### config.mk
export PLATFORM = sky130hd
export DESIGN_NAME = l1_coherence_line_controller
export DESIGN_NICKNAME = d
export VERILOG_FILES = /design/src/hdl/l1clc_pkg.sv /design/src/hdl/l1_coherence_line_controller.sv /design/src/hdl/l1clc_ctrl.sv /design/src/hdl/l1clc_datapath.sv
export VERILOG_INCLUDE_DIRS = /design/src /design/src/hdl
export SDC_FILE = /design/constraint.sdc
export NUM_CORES = 1
export LEC_CHECK = 0
export ABC_CLOCK_PERIOD_IN_PS = 19590
export BUFFER_PORTS_ARGS = -buffer_cell sky130_fd_sc_hd__buf_2
export CORE_MARGIN = 2
export CORE_UTILIZATION = 30
export CTS_CLUSTER_DIAMETER = 150
export DETAILED_ROUTE_END_ITERATION = 12
export GPL_TIMING_DRIVEN = 0
export SLEW_MARGIN = 20
export SYNTH_ARGS = -nofsm -noshare
export SYNTH_HDL_FRONTEND = slang
export SYNTH_HIERARCHICAL = 1
export SYNTH_SLANG_ARGS = --single-unit
### constraint.sdc
create_clock -name clk -period 19.59 [get_ports clk]
set_input_delay 0.9795 -clock clk [delete_from_list [all_inputs] [get_ports clk]]
set_output_delay 0.9795 -clock clk [all_outputs]
set_load 0.1 [all_outputs]
### src/hdl/l1_coherence_line_controller_assert.svh
// Assertion macros shared by the coherence line controller modules.
// Every macro samples on clk and is disabled while arst_n is low.
`ifndef L1_COHERENCE_LINE_CONTROLLER_ASSERT_SVH
`define L1_COHERENCE_LINE_CONTROLLER_ASSERT_SVH

// Same-cycle implication
`define L1CLC_ASSERT_NOW(lbl, ante, cons, msg) \
	lbl: assert property (@(posedge clk) disable iff (!arst_n) (ante) |-> (cons)) \
		else $error(msg);

// Next-cycle implication
`define L1CLC_ASSERT_NEXT(lbl, ante, cons, msg) \
	lbl: assert property (@(posedge clk) disable iff (!arst_n) (ante) |=> (cons)) \
		else $error(msg);

`endif

### src/hdl/l1clc_pkg.sv
package l1clc_pkg;

	// Table geometry
	localparam int LINES  = 64;
	localparam int LINE_W = (LINES > 1) ? $clog2(LINES) : 1;

	// Per-line coherence state
	typedef enum logic [3:0] {
		LS_I  = 4'd0,
		LS_IS = 4'd1,
		LS_IE = 4'd2,
		LS_S  = 4'd3,
		LS_SI = 4'd4,
		LS_SE = 4'd5,
		LS_E  = 4'd6,
		LS_EI = 4'd7,
		LS_M  = 4'd8,
		LS_MI = 4'd9
	} line_state_t;

	// Request kinds (travel on s_tuser)
	typedef enum logic [2:0] {
		KIND_LOAD  = 3'd0,
		KIND_STORE = 3'd1,
		KIND_L2RSP = 3'd2,
		KIND_EVICT = 3'd3,
		KIND_SSI   = 3'd4
	} kind_t;

	// Commands toward L2
	typedef enum logic [1:0] {
		L2_NONE = 2'd0,
		L2_GETS = 2'd1,
		L2_GETE = 2'd2,
		L2_PUT  = 2'd3
	} l2_cmd_t;

	// Cache events
	typedef enum logic [2:0] {
		EV_NONE   = 3'd0,
		EV_RDHIT  = 3'd1,
		EV_WRHIT  = 3'd2,
		EV_INS_SH = 3'd3,
		EV_INS_WR = 3'd4,
		EV_INVAL  = 3'd5
	} cache_event_t;

	// Input payload, first member is the top of s_tdata
	typedef struct packed {
		logic [7:0] transaction_id;
		logic       keep_shared;
		logic       granted_shared;
		logic [5:0] line_index;
	} in_item_t;

	// Result payload, first member is the top of m_tdata
	typedef struct packed {
		line_state_t  new_state;
		logic         no_action;
		logic         replay_request;
		logic         set_l2_modified;
		logic         txn_close;
		logic         txn_open;
		logic         remove_line;
		cache_event_t cache_event;
		logic         cpu_response;
		l2_cmd_t      l2_command;
		logic [7:0]   result_transaction;
	} out_item_t;

	// Controller to datapath
	typedef struct packed {
		logic capture;  // take the request and start the table read
		logic exec;     // update the line and load the result register
	} dp_cmd_t;

	// Datapath to controller
	typedef struct packed {
		logic out_free; // result register can take a new result this cycle
	} dp_status_t;

endpackage

### src/hdl/l1_coherence_line_controller.sv
// Channel  Handshake                 Payload
// s        s_tvalid / s_tready       s_tdata[15:0], s_tuser[2:0] (kind)
// m        m_tvalid / m_tready       m_tdata[23:0]
// cfg      cfg_valid / cfg_ready     cfg_data (blocking_cache)
//
// Each request goes through a registered line-table read, then the transition and
// write-back into the table; the next request is taken after.
// A stalled result holds the controller in its write-back cycle until m_tready.
// Reset (arst_n low) clears all line valid bits, so every line reads I, and sets
// blocking_cache to 1. cfg_ready is always high.
module l1_coherence_line_controller (
	input  logic        clk,
	input  logic        arst_n,
	input  logic        s_tvalid,
	output logic        s_tready,
	input  logic [15:0] s_tdata,  // line_index[5:0], granted_shared, keep_shared, transaction_id[7:0]
	input  logic [2:0]  s_tuser,  // kind[2:0]
	output logic        m_tvalid,
	input  logic        m_tready,
	output logic [23:0] m_tdata,  // result_transaction[7:0], l2_command[1:0], cpu_response,
	                              // cache_event[2:0], remove_line, txn_open,
	                              // txn_close, set_l2_modified, replay_request,
	                              // no_action, new_state[3:0]
	input  logic        cfg_valid,
	output logic        cfg_ready,
	input  logic        cfg_data
);

	l1clc_pkg::dp_cmd_t    cmd;
	l1clc_pkg::dp_status_t status;

	assign cfg_ready = 1'b1;

	l1clc_ctrl u_ctrl (
		.clk      (clk),
		.arst_n   (arst_n),
		.s_tvalid (s_tvalid),
		.s_tready (s_tready),
		.status   (status),
		.cmd      (cmd)
	);

	l1clc_datapath u_datapath (
		.clk       (clk),
		.arst_n    (arst_n),
		.cmd       (cmd),
		.status    (status),
		.s_tdata   (s_tdata),
		.s_tuser   (s_tuser),
		.m_tvalid  (m_tvalid),
		.m_tready  (m_tready),
		.m_tdata   (m_tdata),
		.cfg_valid (cfg_valid),
		.cfg_data  (cfg_data)
	);

endmodule

### src/hdl/l1clc_ctrl.sv
`include "l1_coherence_line_controller_assert.svh"

module l1clc_ctrl (
	input  logic                 clk,
	input  logic                 arst_n,
	input  logic                 s_tvalid,
	output logic                 s_tready,
	input  l1clc_pkg::dp_status_t status,
	output l1clc_pkg::dp_cmd_t   cmd
);

	typedef enum logic [1:0] {
		CS_IDLE = 2'b01,
		CS_EXEC = 2'b10
	} ctrl_state_t;

	ctrl_state_t state_q, state_d;

	// Sequencer: read the line, then write it back with the result
	always_comb begin
		state_d     = state_q;
		cmd.capture = 1'b0;
		cmd.exec    = 1'b0;
		s_tready    = 1'b0;
		unique case (state_q)
			CS_IDLE: begin
				s_tready    = 1'b1;
				cmd.capture = s_tvalid;
				if (s_tvalid) begin
					state_d = CS_EXEC;
				end
			end
			CS_EXEC: begin
				cmd.exec = status.out_free;
				if (status.out_free) begin
					state_d = CS_IDLE;
				end
			end
			default: begin
				state_d = CS_IDLE;
			end
		endcase
	end

	always_ff @(posedge clk or negedge arst_n) begin
		if (!arst_n) begin
			state_q <= CS_IDLE;
		end else begin
			state_q <= state_d;
		end
	end

	`L1CLC_ASSERT_NEXT(a_capture_to_exec, cmd.capture, state_q == CS_EXEC, "capture did not move to exec")
	`L1CLC_ASSERT_NOW(a_no_overlap, cmd.capture || cmd.exec, !(cmd.capture && cmd.exec), "capture and exec overlap")
	`L1CLC_ASSERT_NEXT(a_stall_holds, (state_q == CS_EXEC) && !status.out_free, !s_tready, "request taken while a result stalls")

endmodule

### src/hdl/l1clc_datapath.sv
`include "l1_coherence_line_controller_assert.svh"

module l1clc_datapath (
	input  logic                  clk,
	input  logic                  arst_n,
	input  l1clc_pkg::dp_cmd_t    cmd,
	output l1clc_pkg::dp_status_t status,
	input  logic [15:0]           s_tdata,
	input  logic [2:0]            s_tuser,
	output logic                  m_tvalid,
	input  logic                  m_tready,
	output logic [23:0]           m_tdata,
	input  logic                  cfg_valid,
	input  logic                  cfg_data
);

	l1clc_pkg::line_state_t line_mem_q [l1clc_pkg::LINES];
	logic [l1clc_pkg::LINES-1:0] line_vld_q;

	l1clc_pkg::in_item_t    item_s1;
	logic [2:0]             kind_s1;
	l1clc_pkg::line_state_t rd_state_s1;
	logic                   rd_vld_s1;

	logic                   blocking_q;
	logic                   m_tvalid_q;
	l1clc_pkg::out_item_t   out_q;
	l1clc_pkg::out_item_t   res;

	logic [l1clc_pkg::LINE_W-1:0] rd_addr;
	logic [l1clc_pkg::LINE_W-1:0] wr_addr;
	logic                         in_range;
	l1clc_pkg::line_state_t       cur;
	logic                         is_store;

	assign rd_addr  = s_tdata[l1clc_pkg::LINE_W-1:0];
	assign wr_addr  = item_s1.line_index[l1clc_pkg::LINE_W-1:0];
	assign in_range = (32'(item_s1.line_index) < l1clc_pkg::LINES);
	assign cur      = rd_vld_s1 ? rd_state_s1 : l1clc_pkg::LS_I;
	assign is_store = (kind_s1 == l1clc_pkg::KIND_STORE);

	// Mode register
	always_ff @(posedge clk or negedge arst_n) begin
		if (!arst_n) begin
			blocking_q <= 1'b1;
		end else if (cfg_valid) begin
			blocking_q <= cfg_data;
		end
	end

	// Request capture and registered table read
	always_ff @(posedge clk) begin
		if (cmd.capture) begin
			item_s1     <= l1clc_pkg::in_item_t'(s_tdata);
			kind_s1     <= s_tuser;
			rd_state_s1 <= line_mem_q[rd_addr];
			rd_vld_s1   <= line_vld_q[rd_addr];
		end
	end

	// Table write-back
	always_ff @(posedge clk) begin
		if (cmd.exec && in_range) begin
			line_mem_q[wr_addr] <= res.new_state;
		end
	end

	// Per-line valid bits, an unwritten line reads as I
	always_ff @(posedge clk or negedge arst_n) begin
		if (!arst_n) begin
			line_vld_q <= '0;
		end else if (cmd.exec && in_range) begin
			line_vld_q[wr_addr] <= 1'b1;
		end
	end

	// Coherence transition rules
	always_comb begin
		res                    = '0;
		res.result_transaction = item_s1.transaction_id;
		res.l2_command         = l1clc_pkg::L2_NONE;
		res.cache_event        = l1clc_pkg::EV_NONE;
		res.new_state          = l1clc_pkg::LS_I;
		if (!in_range) begin
			res.no_action = 1'b1;
		end else begin
			res.new_state = cur;
			unique case (kind_s1)
				l1clc_pkg::KIND_LOAD, l1clc_pkg::KIND_STORE: begin
					unique case (cur)
						l1clc_pkg::LS_I: begin
							res.new_state      = is_store ? l1clc_pkg::LS_IE : l1clc_pkg::LS_IS;
							res.l2_command     = is_store ? l1clc_pkg::L2_GETE : l1clc_pkg::L2_GETS;
							res.txn_open       = 1'b1;
							res.replay_request = !blocking_q;
						end
						l1clc_pkg::LS_S: begin
							if (is_store) begin
								res.l2_command = l1clc_pkg::L2_GETE;
								res.txn_open   = 1'b1;
								res.new_state  = l1clc_pkg::LS_SE;
							end else begin
								res.cpu_response = 1'b1;
								res.cache_event  = l1clc_pkg::EV_RDHIT;
							end
						end
						l1clc_pkg::LS_E: begin
							res.cpu_response = 1'b1;
							if (is_store) begin
								res.new_state       = l1clc_pkg::LS_M;
								res.set_l2_modified = 1'b1;
								res.cache_event     = l1clc_pkg::EV_WRHIT;
							end else begin
								res.cache_event = l1clc_pkg::EV_RDHIT;
							end
						end
						l1clc_pkg::LS_M: begin
							res.cpu_response = 1'b1;
							res.cache_event  = is_store ? l1clc_pkg::EV_WRHIT : l1clc_pkg::EV_RDHIT;
						end
						default: begin
							res.no_action = 1'b1;
						end
					endcase
				end
				l1clc_pkg::KIND_L2RSP: begin
					unique case (cur)
						l1clc_pkg::LS_IS: begin
							res.new_state   = item_s1.granted_shared ? l1clc_pkg::LS_S
							                                         : l1clc_pkg::LS_E;
							res.cache_event = item_s1.granted_shared ? l1clc_pkg::EV_INS_SH
							                                         : l1clc_pkg::EV_INS_WR;
							res.txn_close   = 1'b1;
						end
						l1clc_pkg::LS_IE, l1clc_pkg::LS_SE: begin
							res.new_state   = l1clc_pkg::LS_E;
							res.cache_event = l1clc_pkg::EV_INS_WR;
							res.txn_close   = 1'b1;
						end
						l1clc_pkg::LS_SI, l1clc_pkg::LS_EI, l1clc_pkg::LS_MI: begin
							res.new_state   = l1clc_pkg::LS_I;
							res.remove_line = 1'b1;
							res.txn_close   = 1'b1;
							res.cache_event = l1clc_pkg::EV_INVAL;
						end
						default: begin
							res.no_action = 1'b1;
						end
					endcase
				end
				l1clc_pkg::KIND_EVICT: begin
					if (cur == l1clc_pkg::LS_M || cur == l1clc_pkg::LS_E) begin
						res.l2_command = l1clc_pkg::L2_PUT;
						res.new_state  = (cur == l1clc_pkg::LS_M) ? l1clc_pkg::LS_MI
						                                          : l1clc_pkg::LS_EI;
						res.txn_open   = 1'b1;
					end else begin
						res.no_action = 1'b1;
					end
				end
				l1clc_pkg::KIND_SSI: begin
					res.new_state   = item_s1.keep_shared ? l1clc_pkg::LS_S : l1clc_pkg::LS_I;
					res.remove_line = !item_s1.keep_shared;
				end
				default: begin
					res.no_action = 1'b1;
				end
			endcase
		end
	end

	// Result register
	always_ff @(posedge clk or negedge arst_n) begin
		if (!arst_n) begin
			m_tvalid_q <= 1'b0;
		end else if (cmd.exec) begin
			m_tvalid_q <= 1'b1;
		end else if (m_tready) begin
			m_tvalid_q <= 1'b0;
		end
	end

	always_ff @(posedge clk) begin
		if (cmd.exec) begin
			out_q <= res;
		end
	end

	assign status.out_free = !m_tvalid_q || m_tready;
	assign m_tvalid        = m_tvalid_q;
	assign m_tdata         = out_q;

	`L1CLC_ASSERT_NOW(a_start_end_excl, m_tvalid_q, !(out_q.txn_open && out_q.txn_close), "open and close together")
	`L1CLC_ASSERT_NOW(a_replay_miss, m_tvalid_q && out_q.replay_request, out_q.l2_command == l1clc_pkg::L2_GETS || out_q.l2_command == l1clc_pkg::L2_GETE, "replay without miss command")
	`L1CLC_ASSERT_NEXT(a_line_written, cmd.exec && in_range, line_vld_q[$past(wr_addr)], "line not marked written")
	`L1CLC_ASSERT_NOW(a_exec_free, cmd.exec, !m_tvalid_q || m_tready, "result overwritten while stalled")

endmodule
* Yosys cells after proc, flatten, opt, wreduce, memory -nomap -nowiden
Memories as Yosys holds them, arrays and structs flattened. A register that Yosys moved wholly into a read port is not among the register bits. Index checks and enable logic that the tools add are counted.
Word-level totals: flip-flop bits (word level) 112, latch bits 0, RAM bits 256, bits in read-only memories 0, input bits 25, output and inout port bits 27, logic and storage cells 108, memories 1
Memories:
- u_datapath.line_mem_q | depth 64, width 4, read ports 1, clocked after Yosys merged registers in 1, wr ports 1, RTL line l1clc_datapath.sv:17 | l1clc_pkg::line_state_t line_mem_q [l1clc_pkg::LINES];
Operators by class: add/sub/neg operators 0, multiply operators 0, divide/modulo/power cells 0, $lt $le $gt $ge 3, eq/ne operators 17, shift operators 0, mux-type cells 47, bitwise operators 1, reductions and logical operators 18
Operators with widths (number):
- OR 64 bit | 1
- one-hot mux 4 bit (3 select lines) | 2
- two-way mux 4 bit | 5
- two-way mux 2 bit | 9
- equality test 4 x 3 -> 1 bit, second input constant | 4
- two-way mux 1 bit | 16
- one-hot mux 4 bit (4 select lines) | 1
- less-than comparator 6 x 7 -> 1 bit, second input constant | 2
- one-hot mux 2 bit (2 select lines) | 3
- one-hot mux 3 bit (2 select lines) | 2
- one-hot mux 3 bit (3 select lines) | 1
- equality test 4 x 2 -> 1 bit, second input constant | 2
- equality test 4 bit, second input constant | 2
- binary-select mux 1 bit (select 6 bit) | 1
- demux 1 bit (select 6 bit) | 1
- equality test 3 x 2 -> 1 bit, second input constant | 2
- greater-or-equal comparator 6 x 1 -> 1 bit, second input constant | 1
- two-way mux 3 bit | 2
- one-hot mux 1 bit (2 select lines) | 3
- AND reduction 2 bit | 3
- OR reduction 2 bit | 3
- OR reduction 6 bit | 1
- equality test 4 x 1 -> 1 bit, second input constant | 1
- zero test 4 bit | 1
- 14 further kinds | 17

* Longest topological paths before layout
word-level depth 5, depth in mapped cells 8, depth with buffers taken out 6

* By module
The synthesis kept the hierarchy.
By module, submodules not included:
- l1clc_datapath | times used 1, cells each 872, area each 14974.4 um^2, sequential area each 10781.6 um^2
- l1clc_ctrl | times used 1, cells each 8, area each 91.3 um^2, sequential area each 51.3 um^2
- l1_coherence_line_controller | times used 1, cells each 2, area each 11.3 um^2, sequential area each 0.0 um^2

* Worst setup path after synthesis
No wires, ideal clock.
path kind register -> register, from register u_datapath.rd_state_s1[1], read port of u_datapath.line_mem_q, to memory u_datapath/line_mem_q[0][2] (netlist bit) (data pin), library setup time 1.021 ns, data arrival time 5.289 ns, data required time 18.569 ns, path slack 13.280 ns, stages on the path, launching flop included 7, path buffers 1, period minus slack after synthesis 6.310 ns, path through edfxtp_1 -> clkbuf_1 -> nand2b_1 -> mux2i_1 -> nand2_1 -> nor2_1 -> o311ai_0
RTL lines:
- from (decl) | RTL line l1clc_datapath.sv:22 | l1clc_pkg::line_state_t rd_state_s1;
- to (decl) | RTL line l1clc_datapath.sv:17

==> summary.txt <==
outcome: finished clean
most common cell after layout, fill and taps aside: edfxtp_1
Final TNS setup: 0 ps
routed len/inst: 21.0 µm
crit path DAT: 3830 ps
Seq/Total Area, Yosys: 71.9%
number of synthesized register bits: 372
Syn Nets: 907
XOR/XNOR share of the synthesized area: 0.0581%
H-tree Lvls: 2
Detail Route Antenna Nets: 0
Fmax achieved: 0.272 GHz
CP peak stage delay: 630 ps
Async S/R FF share, synth: 18.3%
total number of yosys warnings: 6
cells along the critical path: buf_2 -> nand2b_1 -> and3b_1 -> buf_8 -> clkbuf_1 -> nor2b_1 -> nand3_1 -> nor2_1
Post-Synth Simple-Gate Area: 9.22%
top_reg_cell synth: edfxtp_1
Die W: 228 µm
layout cell share with drive strength beyond 1: 30.4%
clock latency on the worst-skew pair: 530 ps
Root Buffer: clkbuf_16
CTS tree: built
Worst path slowest cell: nor2_1
combinational share of power: 8.8%
Post-CTS Resized: 0
most frequent cells in the layout: edfxtp_1, nor2_1, mux4_2
RSZ-0062 raised after global routing: no
max-capacitance violation count: 0
CTS buffer count: 40
CP startpoint kind: input port
Pwr per Cell Area: 103 nW/µm²
final RePlAce weighted congestion: 0.926
switch share: 22.8%
total global-route track usage: 13.5%
ANT cells: 0
TritonRoute pass-1 iters: 5
crit path time final: 3670 ps
post-cts hold buffer count: 0
Starting Density: 30.2%
final period utilization: 18.7%
HP Class: reg -> reg
Leak: 6.35 nW
compound-gate portion of the synthesized area: 3.88%
Cell Int Power: 0.00140 W
Post-Syn Instances: 882
first-pass GRT wire length: 53500 µm
Final Non-Filler Cells: 1700
Slew @ Worst Pin: 834 ps
die height: 228 µm
Crit Path Category: in -> reg
nets@finish: 1021
setup repair bufs after CTS: 0
Adder-Cell Fraction of Synth Area: 0%
largest net degree at the start of global routing: 40
Finish-stage setup viols: 0
NetSw: 0.000416 W
Post-synth EDFFs: 304
Yosys cell types: 53
Clock Pin Slew Worst Setup and Hold Paths: 60 ps
die area: 52100 µm²
Routed WL: 35600 µm
Final Max Tran Viols: 0
WHS Path Cells: 0
worst-path fanout max: 15
hpwl dp: 24500 µm
main combinational cell family by area after synthesis: multiplexers
CTS max path bufs: 3
syn avg cell area: 17.1 µm²
hold_ws: 417 ps
vias in the first global route: 8467
Ports: 52
clock share of power: 41.8%
Worst Skew: 14.1 ps
relative slew slack: 44.4%
Setup crit end kind: register
routed vias/inst: 4.93
Layout Area Growth over Synthesis: 17.7%
Cells after DPL: 1626
Final Hold Vio Count: 0
GR Overflow Total: 0
DRC: 0
starting DRC count in detailed routing: 1020
fillers: 4740
Reg2Reg Depth: 7
Post-Syn Area: 15100 µm²
data required time at the worst endpoint: 19750 ps
core area: 49900 µm²
# clock sinks: 372
sequential share of power: 49.4%
IO Port Bufs: 50
post-synthesis mux area share: 13.1%
Rows: 82
Tot Pwr: 0.00182 W
VDD IR max: 0.0000580 V
via count: 8382
initial antenna violation count: 0
==> final timing paths <==
path	start	endpoint	slack (ps)
max in group asynchronous	arst_n	u_datapath/line_vld_q[27]	18490
setup reg to reg	u_datapath/m_tvalid	u_datapath/line_mem_q[19][0]	16070
hold reg to reg	u_datapath/item_s1[13]	u_datapath/m_tdata[5]	420
hold / removal	u_datapath/item_s1[13]	u_datapath/m_tdata[5]	420
min in group asynchronous	arst_n	u_datapath/line_vld_q[62]	480
setup / recovery	m_tready	u_datapath/line_mem_q[19][0]	15920
==> sequential cells by signal (all words and copies together) (netlist names) <==
name	count
u_datapath/kind_s1	3
u_datapath/blocking_q	1
u_datapath/wr_addr	6
u_datapath/m_tdata	24
u_datapath/rd_vld_s1	1
u_datapath/line_vld_q	64
u_datapath/line_mem_q	256
u_datapath/item_s1	10
u_datapath/rd_state_s1	4
u_ctrl/state_q	2
u_datapath/m_tvalid	1
==> cells in the mapped netlist, types with 2 or more instances <==
cell type / n / area, µm²
a211oi_1: 6 / 45.0
a21boi_0: 2 / 15.0
a21oi_1: 16 / 80.1
a22o_1: 2 / 17.5
a31oi_1: 8 / 50.1
and2_1: 4 / 25.0
and3b_1: 4 / 35.0
buf_1: 2 / 7.51
buf_2: 10 / 50.1
buf_4: 7 / 52.6
buf_6: 5 / 56.3
clkbuf_1: 25 / 93.8
dfrtp_1: 66 / 1650
dfstp_2: 2 / 52.6
edfxtp_1: 304 / 9130
inv_1: 4 / 15.0
mux2_2: 4 / 45.0
mux2i_1: 22 / 220
mux4_2: 75 / 1690
nand2_1: 23 / 86.3
nand2b_1: 11 / 68.8
nand3_1: 16 / 80.1
nand3b_1: 4 / 30.0
nand4_1: 3 / 18.8
nor2_1: 89 / 334
nor2b_1: 18 / 113
nor3_1: 6 / 30.0
nor3b_1: 5 / 37.5
nor4_1: 7 / 43.8
o2111ai_1: 2 / 17.5
o211ai_1: 4 / 30.0
o21a_1: 3 / 22.5
o21ai_0: 15 / 75.1
o221ai_1: 7 / 61.3
o22a_1: 3 / 26.3
o22ai_1: 7 / 43.8
o31ai_1: 4 / 30.0
or2_2: 67 / 419
or3_1: 3 / 18.8
or3b_2: 3 / 26.3
or4_1: 2 / 15.0
==> final cells by class <==
type	count	area, µm²	area share [%]
plain buffers	49	260	1.47
repair buffers	72	467	2.63
flip-flops and latches	372	10800	61.0
well taps	672	841	4.74
clock buffers	49	1080	6.06
multi-input cells	457	3990	22.5
clock inverters	25	268	1.51
inverters	4	15.0	0.0846
==> cell families (layout without fill, tap and decap cells) <==
family	after synthesis	after routing
AOI/OAI and AO/OA	87	87
xor gates and xnor gates	1	1
other	1	1
DFF	372	372
muxes	102	102
buffers and inverters	53	199
and+or+nand+nor	266	266
==> through the flow <==
stage	util, %	setup slack (ps)	area (µm²)
2_1_floorplan	-	13280	15100
3_3_place_gp	32.4	8890	16200
3_5_place_dp	32.9	15410	16400
4_1_cts	35.6	15960	17800
5_1_grt	35.6	15750	17800
6_report	35.6	15920	17800
==> routing by layer <==
layer / global-route usage, % / routed length [µm]
met5: 0 / 0
met4: 4.94 / 1170
met3: 3.46 / 2720
met1: 17.6 / 14800
met2: 21.8 / 16900
==> worst max-delay path, delay by kind of cell <==
family,cells,cell delay [ps]
buffers and inverters,3,670
and+or+nand+nor,5,2170
==> power by group through the flow <==
stage                     clock (W)  sequential, W  combinational (W)
final                      0.000760       0.000900           0.000160
after global routing       0.000810       0.000902           0.000170
after CTS                  0.000776       0.000900           0.000160
after detailed placement          0       0.000916           0.000159
after global placement            0       0.000922           0.000145
after floorplan                   0       0.000933          0.0000857
(Power assumes the default switching activity.)
